## src/hdl/mrrf_pkg.sv

```systemverilog
// ----------------------------------------------------------------------------
// mrrf_pkg - shared types and constants for the minimum root finder
// Vertex count, widths and sequencer states.
// ----------------------------------------------------------------------------
package mrrf_pkg;
	localparam int MaxNodes = 16;
	localparam int VtxW     = $clog2(MaxNodes);
	localparam int CntW     = $clog2(MaxNodes + 1);

	localparam logic ACT_LOAD   = 1'b0;
	localparam logic ACT_SEARCH = 1'b1;

	typedef enum logic [2:0] {
		ST_IDLE,
		ST_P1_SCAN,
		ST_P1_WALK,
		ST_P2_POP,
		ST_P2_WALK,
		ST_EMIT
	} state_t;
endpackage

```

## src/hdl/mrrf_walker.sv

```systemverilog
// ----------------------------------------------------------------------------
// mrrf_walker - one step of the explicit depth-first walk
// Picks the lowest unvisited neighbour of the stack top or pops it.
// ----------------------------------------------------------------------------
module mrrf_walker
	import mrrf_pkg::*;
(
	input  logic [MaxNodes-1:0] row,
	input  logic [MaxNodes-1:0] mask,
	input  logic [MaxNodes-1:0] visited,
	input  logic [CntW-1:0]     depth,
	output logic                push,
	output logic [VtxW-1:0]     nb
);
	logic [MaxNodes-1:0] cand;

	always_comb begin
		cand = row & mask & ~visited;
		nb   = '0;
		for (int k = MaxNodes - 1; k >= 0; k--) begin
			if (cand[k]) begin
				nb = VtxW'(k);
			end
		end
		push = (cand != '0) && (depth < CntW'(MaxNodes));
	end
endmodule

```

## src/hdl/min_reach_root_finder.sv

```systemverilog
// ----------------------------------------------------------------------------
// min_reach_root_finder - minimum set of start vertices reaching a graph
// Loads adjacency rows, then emits the roots found by two depth-first passes.
// ----------------------------------------------------------------------------
// A search transfer runs a first depth-first pass recording finish order, then
// pops that order and walks from each unvisited vertex, emitting it as a root
// once its walk is done. One shared walk step (one push or pop per cycle) does
// all the work; the block is not ready during a search. With node_count zero
// no result is produced.
// ----------------------------------------------------------------------------
module min_reach_root_finder
	import mrrf_pkg::*;
(
	input  logic        clk,
	input  logic        arst_n,
	input  logic        cfg_we,
	input  logic [4:0]  cfg_wdata,
	input  logic        s_tvalid,
	output logic        s_tready,
	input  logic [23:0] s_tdata,   // row_index[3:0], row_bits[19:4], zero fill
	input  logic        s_tuser,   // action
	output logic        m_tvalid,
	input  logic        m_tready,
	output logic [15:0] m_tdata,   // root_vertex[3:0], root_ordinal[8:4], zero fill
	output logic        m_tlast
);
	logic [4:0]                 node_count_q;
	logic [MaxNodes-1:0]        adj_q [MaxNodes];
	logic [MaxNodes-1:0]        vis_q, mask_q;
	logic [VtxW-1:0]            fin_q [MaxNodes];
	logic [VtxW-1:0]            stk_q [MaxNodes];
	logic [CntW-1:0]            fcnt_q, depth_q, roots_q;
	logic [CntW-1:0]            scan_q, n_q;
	logic [VtxW-1:0]            rv_q;
	logic [CntW-1:0]            ro_q;
	logic                       rl_q;
	state_t                     state_q, state_d;

	logic [VtxW-1:0] top;
	logic            push;
	logic [VtxW-1:0] nb;
	logic [VtxW-1:0] popv;
	logic [CntW-1:0] depth_m1;
	logic            more;

	assign depth_m1 = depth_q - CntW'(1);
	assign top      = stk_q[depth_m1[VtxW-1:0]];
	assign popv     = fin_q[fcnt_q[VtxW-1:0] - VtxW'(1)];

	mrrf_walker u_walker (
		.row     (adj_q[top]),
		.mask    (mask_q),
		.visited (vis_q),
		.depth   (depth_q),
		.push    (push),
		.nb      (nb)
	);

	assign s_tready = (state_q == ST_IDLE);
	assign m_tvalid = (state_q == ST_EMIT);
	assign m_tdata  = {7'b0, ro_q, rv_q};
	assign m_tlast  = rl_q;

	always_comb begin
		state_d = state_q;
		case (state_q)
			ST_IDLE:
				if (s_tvalid && s_tuser == ACT_SEARCH) state_d = ST_P1_SCAN;
			ST_P1_SCAN:
				if (scan_q >= n_q) state_d = ST_P2_POP;
				else if (!vis_q[scan_q[VtxW-1:0]]) state_d = ST_P1_WALK;
			ST_P1_WALK:
				if (!push && depth_q == CntW'(1)) state_d = ST_P1_SCAN;
			ST_P2_POP:
				if (fcnt_q == '0) state_d = ST_IDLE;
				else if (!vis_q[popv]) state_d = ST_P2_WALK;
			ST_P2_WALK:
				if (!push && depth_q == CntW'(1)) state_d = ST_EMIT;
			ST_EMIT:
				if (m_tready) state_d = ST_P2_POP;
			default: state_d = ST_IDLE;
		endcase
	end

	// the last root is the one whose walk leaves no unvisited finish entries to pop
	always_comb begin
		more = 1'b0;
		for (int k = 0; k < MaxNodes; k++) begin
			if (CntW'(k) < fcnt_q && !vis_q[fin_q[k]]) more = 1'b1;
		end
	end

	always_ff @(posedge clk or negedge arst_n) begin
		if (!arst_n) begin
			state_q      <= ST_IDLE;
			node_count_q <= 5'd16;
			vis_q        <= '0;
			fcnt_q       <= '0;
			depth_q      <= '0;
			roots_q      <= '0;
			scan_q       <= '0;
			n_q          <= '0;
			mask_q       <= '0;
			rv_q         <= '0;
			ro_q         <= '0;
			rl_q         <= 1'b0;
			for (int i = 0; i < MaxNodes; i++) adj_q[i] <= '0;
		end else begin
			state_q <= state_d;
			if (cfg_we) node_count_q <= cfg_wdata;
			case (state_q)
				ST_IDLE: begin
					if (s_tvalid && s_tuser == ACT_LOAD) begin
						adj_q[s_tdata[3:0]] <= s_tdata[19:4];
					end else if (s_tvalid) begin
						n_q     <= (node_count_q > 5'(MaxNodes)) ? CntW'(MaxNodes)
						           : CntW'(node_count_q);
						mask_q  <= (node_count_q >= 5'(MaxNodes)) ? '1
						           : MaxNodes'((17'd1 << node_count_q) - 17'd1);
						vis_q   <= '0;
						fcnt_q  <= '0;
						scan_q  <= '0;
						roots_q <= '0;
					end
				end
				ST_P1_SCAN: begin
					if (scan_q < n_q) begin
						if (!vis_q[scan_q[VtxW-1:0]]) begin
							vis_q[scan_q[VtxW-1:0]] <= 1'b1;
							stk_q[0] <= scan_q[VtxW-1:0];
							depth_q  <= CntW'(1);
						end
						scan_q <= scan_q + CntW'(1);
					end else begin
						vis_q <= '0;
					end
				end
				ST_P1_WALK: begin
					if (push) begin
						vis_q[nb] <= 1'b1;
						stk_q[depth_q[VtxW-1:0]] <= nb;
						depth_q <= depth_q + CntW'(1);
					end else begin
						depth_q <= depth_m1;
						if (fcnt_q < CntW'(MaxNodes)) begin
							fin_q[fcnt_q[VtxW-1:0]] <= top;
							fcnt_q <= fcnt_q + CntW'(1);
						end
					end
				end
				ST_P2_POP: begin
					if (fcnt_q != '0) begin
						fcnt_q <= fcnt_q - CntW'(1);
						if (!vis_q[popv]) begin
							vis_q[popv] <= 1'b1;
							stk_q[0]    <= popv;
							depth_q     <= CntW'(1);
							roots_q     <= roots_q + CntW'(1);
							rv_q        <= popv;
							ro_q        <= roots_q + CntW'(1);
						end
					end
				end
				ST_P2_WALK: begin
					if (push) begin
						vis_q[nb] <= 1'b1;
						stk_q[depth_q[VtxW-1:0]] <= nb;
						depth_q <= depth_q + CntW'(1);
					end else begin
						depth_q <= depth_m1;
						if (depth_q == CntW'(1)) rl_q <= !more;
					end
				end
				default: ;
			endcase
		end
	end
endmodule

```

## config.mk

```make
export PLATFORM = sky130hd
export DESIGN_NAME = min_reach_root_finder
export DESIGN_NICKNAME = d
export VERILOG_FILES = /design/src/hdl/mrrf_pkg.sv /design/src/hdl/mrrf_walker.sv /design/src/hdl/min_reach_root_finder.sv
export SDC_FILE = /design/constraint.sdc
export NUM_CORES = 1
export LEC_CHECK = 0
export BUFFER_PORTS_ARGS = -buffer_cell sky130_fd_sc_hd__buf_2
export CORE_ASPECT_RATIO = 0.75
export CORE_MARGIN = 4
export CORE_UTILIZATION = 55
export DETAILED_ROUTE_END_ITERATION = 8
export HOLD_SLACK_MARGIN = 0.1
export PLACE_DENSITY = 0.83
export SETUP_SLACK_MARGIN = 0.1
export SLEW_MARGIN = 0
export SYNTH_ARGS = -nofsm -noshare
export SYNTH_HDL_FRONTEND = slang
export SYNTH_SLANG_ARGS = --single-unit
```

## constraint.sdc

```tcl
create_clock -name clk -period 9.8 [get_ports clk]
set_input_delay 0.49 -clock clk [delete_from_list [all_inputs] [get_ports clk]]
set_output_delay 0.49 -clock clk [all_outputs]
set_load 0.05 [all_outputs]
```

==> results.sh, run 1 <==
export IMPL_hp_class="primary input to flop"
export IMPL_clock_sinks=459
export IMPL_synth_edff_count=128
export IMPL_synth_cell_type_count=89
export IMPL_placedCellCount=2575
export IMPL_ios=54
export IMPL_die_y_um=193
export IMPL_synthCells=2079
export IMPL_fmax_ghz=0.117
export IMPL_core_area_um2=44800
export IMPL_rsz0062_at_grt="no"
export IMPL_worstPathRequired_ps=10010
export IMPL_crit_fanout=36
export IMPL_start_kind="flop"
export IMPL_synthXorXnorAreaFrac_pct=0.495
export IMPL_synthAdderAreaFrac_pct=0.991
export IMPL_first_iter_violations=2600
export IMPL_dr_max_layer_used="met4"
export IMPL_grt_max_degree=86
export IMPL_final_core_util_pct=60.4
export IMPL_wl_met1_um=27300
export IMPL_async_flop_share_pct=72.1
export IMPL_synth_flop_cell="dfrtp_1"
export IMPL_synthMuxAreaShare_pct=27.4
export IMPL_grt_remaining_overflow=0
export IMPL_h_tree_depth=2
export IMPL_arrival_ps=8730
export IMPL_dr_pass1_iters=6
export IMPL_maxCapViolCount=0
export IMPL_status="finished clean"
export IMPL_synth_area_um2=25000
export IMPL_fin_crit_ps=8520
export IMPL_finalSetupViolations=0
export IMPL_drive_gt1_share_pct=27.8
export IMPL_insertion_delay_ps=600
export IMPL_cts_setup_buffers=0
export IMPL_cts_path_max_buffers=3
export IMPL_vias_per_cell=6.93
export IMPL_antenna_found_initial=1
export IMPL_finClkSkew_ps=24.5
export IMPL_slew_viol_final=0
export IMPL_drc=0
export IMPL_min_period_over_period_pct=86.9
export IMPL_fill_cells=3334
export IMPL_via_count=18427
export IMPL_postRouteAntennaNets=0
export IMPL_die_area_um2=49000
export IMPL_synth_compound_area_share_pct=8.88
export IMPL_hold_violations=0
export IMPL_synth_top_family_by_area="multiplexers"
export IMPL_grt_usage_pct=28.4
export IMPL_place_ws_ps=1400
export IMPL_syn_area_per_cell_um2=12.0
export IMPL_ys_ff_latch=459
export IMPL_layoutNonFillerInstCount=2660
export IMPL_synthToLayoutAreaGrowth_pct=8.12
export IMPL_layout_nets=2092
export IMPL_initial_core_util_pct=55.9
export IMPL_synthSimpleGateAreaFrac_pct=10.2
export IMPL_grt_pass1_wl_um=107000
export IMPL_ys_seq_area_share_pct=48.5
export IMPL_clk_pin_slew_worst_paths_ps=60
export IMPL_dr_wl_met2_um=30800
export IMPL_dr_wl_met3_um=8770
export IMPL_timing_slew_headroom_pct=12.0
export IMPL_worstMarginPinSlew_ps=1320
export IMPL_die_w_um=254
export IMPL_setup_tns_ps=0
export IMPL_grt_pass1_vias=18235
export IMPL_fp_row_count=67
export IMPL_dp_hpwl_um=43700
export IMPL_gp_congestion=0.965
export IMPL_cts_root_buf="clkbuf_16"
export IMPL_numCtsBuffers=45
export IMPL_fin_ws_ps=1280
export IMPL_cts_tree="done"
export IMPL_worst_setup_path_end_kind="flop"
export IMPL_routedWlPerCell_um=26.2
export IMPL_diodes=0
export IMPL_yosysWarningCount=0
export IMPL_path_class="flop to flop"
export IMPL_wirelength_um=69600
export IMPL_io_buffer_count=42
## worst paths after layout
| path | to | start | slack, ps | depth (start not counted) |
|---|---|---|---|---|
| worst max-delay path | stk_q[10][0]$_DFFE_PP_ | depth_q[1]$_DFFE_PN0P_ | 1280 | 16 |
| worst min-delay path | node_count_q[1]$_DFFE_PN0P_ | cfg_wdata[1] | 140 | 2 |
| worst max register to register | stk_q[10][0]$_DFFE_PP_ | depth_q[1]$_DFFE_PN0P_ | 1280 | 16 |
| worst min register to register | ro_q[4]$_DFFE_PN0P_ | ro_q[4]$_DFFE_PN0P_ | 480 | 2 |
| max in group asynchronous | adj_q[94]$_DFFE_PN0P_ | arst_n | 6420 | 5 |
| min in group asynchronous | adj_q[42]$_DFFE_PN0P_ | arst_n | 500 | 2 |
## placed cells by master, fill, tap and decap left out, types with 9 or more instances in the layout
| cell type | synthesis | layout |
|---|---|---|
| nor2_1 | 122 | 115 |
| a21oi_1 | 60 | 60 |
| mux4_2 | 121 | 121 |
| mux2i_1 | 94 | 91 |
| edfxtp_1 | 128 | 128 |
| ha_1 | 19 | 19 |
| nand3_1 | 56 | 56 |
| a32oi_1 | 10 | 10 |
| dfrtp_1 | 330 | 330 |
| nand3b_1 | 14 | 14 |
| o211ai_1 | 14 | 14 |
| clkbuf_1 | 121 | 10 |
| buf_2 | 25 | 41 |
| nand2b_1 | 13 | 13 |
| clkbuf_16 | 0 | 45 |
| and3_1 | 11 | 11 |
| a2111oi_0 | 19 | 19 |
| a31oi_1 | 22 | 22 |
| nand2_1 | 236 | 236 |
| mux2_2 | 278 | 278 |
| o21a_1 | 11 | 11 |
| nor2_2 | 2 | 9 |
| a311oi_1 | 11 | 11 |
| inv_1 | 25 | 25 |
| o21ai_0 | 104 | 104 |
| buf_4 | 13 | 33 |
| nor2b_1 | 15 | 15 |
| nor4_1 | 14 | 14 |
| nor3_1 | 19 | 18 |
| a22oi_1 | 9 | 9 |
| nand4_1 | 15 | 15 |
## cell families (layout without fill, tap and decap cells)
logic type	Yosys count	count (layout)
mux	497	497
xor+xnor	12	12
compound gates	337	337
simple gates	551	551
flops	459	459
buf+inv	202	191
fa+ha+maj	20	20
other cells	1	7
## sequential cells by signal, summed over array words and instances (netlist names)
register,cells
adj_q,256
fin_q,64
stk_q,64
mask_q,16
vis_q,16
depth_q,5
fcnt_q,5
n_q,5
node_count_q,5
ro_q,5
roots_q,5
scan_q,5
rv_q,4
state_q,3
m_tlast,1
## cell usage after synthesis (9+ instances only)
cell type / number / area share, %
a31oi_1: 22 / 0.55
edfxtp_1: 128 / 15
o21ai_0: 104 / 2.1
nor4_1: 14 / 0.35
nor3_1: 19 / 0.38
dfrtp_1: 330 / 33
inv_1: 25 / 0.38
ha_1: 19 / 0.95
mux2i_1: 94 / 3.8
a311oi_1: 11 / 0.39
nor2_1: 122 / 1.8
mux4_2: 121 / 11
mux2_2: 278 / 13
o21a_1: 11 / 0.33
a2111oi_0: 19 / 0.67
buf_2: 25 / 0.50
nand3_1: 56 / 1.1
nand2_1: 236 / 3.5
nor2b_1: 15 / 0.38
o211ai_1: 14 / 0.42
buf_4: 13 / 0.39
clkbuf_1: 121 / 1.8
and3_1: 11 / 0.28
a21oi_1: 60 / 1.2
a22oi_1: 9 / 0.27
nand2b_1: 13 / 0.33
nand3b_1: 14 / 0.42
a32oi_1: 10 / 0.35
nand4_1: 15 / 0.38
## stage by stage
stage | cell area (um2) | hold slack [ps]
CTS | 27000 | 117
detailed placement | 25500 | 467
floorplan | 25000 | 194
finish | 27000 | 137
global placement | 25500 | 459
global route | 27000 | 144
## worst max-delay path, stage by stage, from the launching register on
cell and delay [ps]:
dfrtp_1 750, inv_1 320, ha_1 810, mux4_2 420, mux2i_1 240, mux2_4 420
inv_2 460, nor2_2 700, buf_4 360, a311oi_1 200, a22oi_1 340, nand3_1 290
nor2_1 520, a41oi_4 360, nand3_1 790, nor2_1 110, a21oi_1 980
## timing repair
action	CTS	global route
hold buffers	2	0
endpoints found under the setup margin	0	0
resized for setup	0	0
hold endpoints to repair	82	0
## metal layers
metal	up-vias	GRT usage [%]
met5	-	0
met4	0	10.9
met3	255	8.27
met2	1264	42.2
met1	9197	40.0
li1	7711	-
## layout make-up
type	instances	area [um2]	area share, %
Sequential cell	459	12100	44.8
Inverter	30	115	0.426
Clock buffer	61	1250	4.61
Timing Repair Buffer	78	508	1.88
Clock inverter	22	258	0.953
Multi-Input combinational cell	1424	12100	44.6
Tap cell	586	733	2.71
Power of run 1 is left out: the tool's default activity adds up to more than one toggle a clock period on the data nets, which glitch-free logic cannot reach.
==> inputs of run 2 (changes only) <==
--- a/config.mk
+++ b/config.mk
@@ -5,7 +5,9 @@
 export SDC_FILE = /design/constraint.sdc
 export NUM_CORES = 1
 export LEC_CHECK = 0
+export ABC_AREA = 1
 export BUFFER_PORTS_ARGS = -buffer_cell sky130_fd_sc_hd__buf_2
+export CAP_MARGIN = 20
 export CORE_ASPECT_RATIO = 0.75
 export CORE_MARGIN = 4
 export CORE_UTILIZATION = 55
==> constraint.sdc (replaced) <==
create_clock -name clk -period 8.31 [get_ports clk]
set_input_delay 0.4155 -clock clk [delete_from_list [all_inputs] [get_ports clk]]
set_output_delay 0.4155 -clock clk [all_outputs]
set_load 0.05 [all_outputs]
==> results.sh, run 2 <==
export IMPL_setup_tns_ps=0
export IMPL_fin_crit_ps=6750
export IMPL_async_flop_share_pct=72.1
export IMPL_cts_resized=0
export IMPL_first_iter_violations=3206
export IMPL_ios=54
export IMPL_io_buffer_count=42
export IMPL_placed_area_um2=24700
export IMPL_rr_worst_depth=25
export IMPL_synthToLayoutAreaGrowth_pct=8.84
export IMPL_dr_pass1_iters=9
export IMPL_crit_fanout=63
export IMPL_via_count=23234
export IMPL_slew_viol_final=0
export IMPL_ys_ff_latch=459
export IMPL_numCtsBuffers=46
export IMPL_timing_slew_headroom_pct=15.9
export IMPL_gp_congestion=1.01
export IMPL_final_common_cell="nand2_1"
export IMPL_place_ws_ps=1790
export IMPL_synth_area_um2=24300
export IMPL_insertion_delay_ps=590
export IMPL_ys_seq_area_share_pct=49.9
export IMPL_routedWlPerCell_um=21.1
export IMPL_final_area_um2=26500
export IMPL_synth_flop_cell="dfrtp_1"
export IMPL_worstPathRequired_ps=8530
export IMPL_arrival_ps=6970
export IMPL_synth_most_common_cell="nand2_1"
export IMPL_maxCapViolCount=0
export IMPL_min_to="node_count_q[2]$_DFFE_PN0P_"
export IMPL_min_period_over_period_pct=81.2
export IMPL_vias_per_cell=6.38
export IMPL_postRouteAntennaNets=0
export IMPL_synthCells=3087
export IMPL_fin_ws_ps=1560
export IMPL_die_y_um=190
export IMPL_worst_hold_slack_ps=148
export IMPL_grt_usage_pct=31.4
export IMPL_h_tree_depth=2
export IMPL_grt_pass1_vias=21987
export IMPL_hp_start="cfg_we"
export IMPL_grt_pass1_wl_um=120000
export IMPL_hold_depth=2
export IMPL_synth_edff_count=128
export IMPL_syn_area_per_cell_um2=7.88
export IMPL_drive_gt1_share_pct=6.46
export IMPL_initial_core_util_pct=55.9
export IMPL_start_kind="flop"
export IMPL_r2r_start="depth_q[0]$_DFFE_PN0P_"
export IMPL_grt_max_degree=176
export IMPL_worst_setup_path_end_kind="flop"
export IMPL_register_area_um2=12100
export IMPL_grt_remaining_overflow=0
export IMPL_wirelength_um=76900
export IMPL_finalSetupViolations=0
export IMPL_timing_rr_end="stk_q[0][1]$_DFFE_PP_"
export IMPL_largest_register="adj_q"
export IMPL_cts_root_buf="clkbuf_16"
export IMPL_die_w_um=251
export IMPL_hold_violations=0
export IMPL_largest_reg_flops=256
export IMPL_synth_cell_type_count=59
export IMPL_rsz0062_at_grt="no"
export IMPL_fp_row_count=66
export IMPL_die_area_um2=47700
export IMPL_status="finished clean"
export IMPL_layout_common_cells="804 x nand2_1, 492 x o21ai_0, 362 x nand3_1, 330 x dfrtp_1, 203 x a21oi_1"
export IMPL_antenna_found_initial=1
export IMPL_clk_pin_slew_worst_paths_ps=60
export IMPL_layout_nets=3080
export IMPL_cts_path_max_buffers=3
export IMPL_cts_tree="done"
export IMPL_diodes=0
export IMPL_core_area_um2=43500
export IMPL_yosysWarningCount=0
export IMPL_synth_area_top_cells="dfrtp_1 34%, edfxtp_1 16%, nand2_1 12%"
export IMPL_rrSetupSlack_ps=1560
export IMPL_fmax_ghz=0.148
export IMPL_finClkSkew_ps=35.3
export IMPL_synth_area_leader_cell="dfrtp_1"
export IMPL_yosysTopAreaCellShare_pct=34.0
export IMPL_hp_class="primary input to flop"
export IMPL_clock_sinks=459
export IMPL_dp_hpwl_um=48800
export IMPL_path_class="flop to flop"
export IMPL_synth_common_cells="805 x nand2_1, 492 x o21ai_0, 362 x nand3_1, 330 x dfrtp_1, 203 x a21oi_1"
export IMPL_multi_input_area_um2=10500
export IMPL_drc=0
export IMPL_worstMarginPinSlew_ps=1260
export IMPL_fill_cells=3569
==> run 2: cell types whose count changed in the layout (fill, tap and decap cells not counted), sizes merged, moves of 13 or more <==
cell,delta
nor2b,-15
inv,+167
a21oi,+143
nor2,+36
o21ai,+387
a2111oi,-19
mux2i,-94
mux4,-121
buf,+13
nand3,+308
nand2b,-13
mux2,-281
nand2,+577
nor4,-13
==> run 2: worst max path at each step <==
stage / startpoint / endpoint / slack, ps / depth (start not counted)
global placement: depth_q[0]$_DFFE_PN0P_ / stk_q[0][0]$_DFFE_PP_ / 1860 / 25
finish: depth_q[0]$_DFFE_PN0P_ / stk_q[0][1]$_DFFE_PP_ / 1560 / 25
CTS: depth_q[0]$_DFFE_PN0P_ / stk_q[0][1]$_DFFE_PP_ / 1780 / 25
global route: depth_q[0]$_DFFE_PN0P_ / stk_q[9][1]$_DFFE_PP_ / 1190 / 26
floorplan: depth_q[0]$_DFFE_PN0P_ / stk_q[0][1]$_DFFE_PP_ / 3750 / 30
detailed placement: depth_q[0]$_DFFE_PN0P_ / stk_q[0][1]$_DFFE_PP_ / 1790 / 25
==> run 2: final cells by class <==
class                           instances  area share (%)
Timing Repair Buffer                   96            3.05
Sequential cell                       459            45.8
Clock buffer                           66            5.05
Multi-Input combinational cell       2225            39.7
Tap cell                              578            2.73
Clock inverter                         20           0.832
Inverter                              198            2.85
==> run 2: per-layer routing <==
metal / GRT usage [%] / vias to the layer above / routed length [um]
li1: - / 10337 / -
met3: 8.94 / 340 / 10800
met1: 43.4 / 10847 / 29800
met5: 0 / - / 13
met4: 12.6 / 2 / 3410
met2: 47.3 / 1708 / 32900
==> run 2: worst max-delay path, cell delays in order, from the launching register on <==
cell and delay, ps:
dfrtp_1 330, buf_4 360, inv_4 250, ha_1 790, inv_2 310, nand3_1 170
nand3_1 130, nand3_2 360, nand2_4 120, inv_4 560, buf_12 360, nand2_1 110
nand3_1 90, nand3_1 100, nand3_1 230, nand4_1 160, nand2_1 130, nor2_1 80
inv_2 70, nor2_1 40, nand2_1 130, nand2_4 90, nor3_2 280, inv_1 290
a31o_2 350, a21oi_1 370
==> run 2: through the flow <==
stage / util (%) / std cells
floorplan: - / 3093
global placement: 56.6 / 3540
detailed placement: 56.7 / 3542
CTS: 60.5 / 3635
global route: 60.8 / 3642
finish: 60.8 / 3642
==> run 2: cells by family (layout without fill, tap and decap cells) <==
family | Yosys count | after routing | synth area share (%)
compound gates | 797 | 797 | 17.5
mux | 1 | 1 | 0.0463
flops | 459 | 459 | 49.9
other cells | 1 | 7 | 0.0154
simple gates | 1392 | 1392 | 24.2
buf+inv | 409 | 380 | 7.08
xor+xnor | 9 | 9 | 0.324
fa+ha+maj | 19 | 19 | 0.978
==> run 2: timing repair <==
| action | in CTS | in global routing |
|---|---|---|
| hold buffers | 7 | 0 |
| buffers inserted | 0 | 0 |
| hold endpoints to repair | 86 | 0 |
Power of run 2 is left out for the same reason.
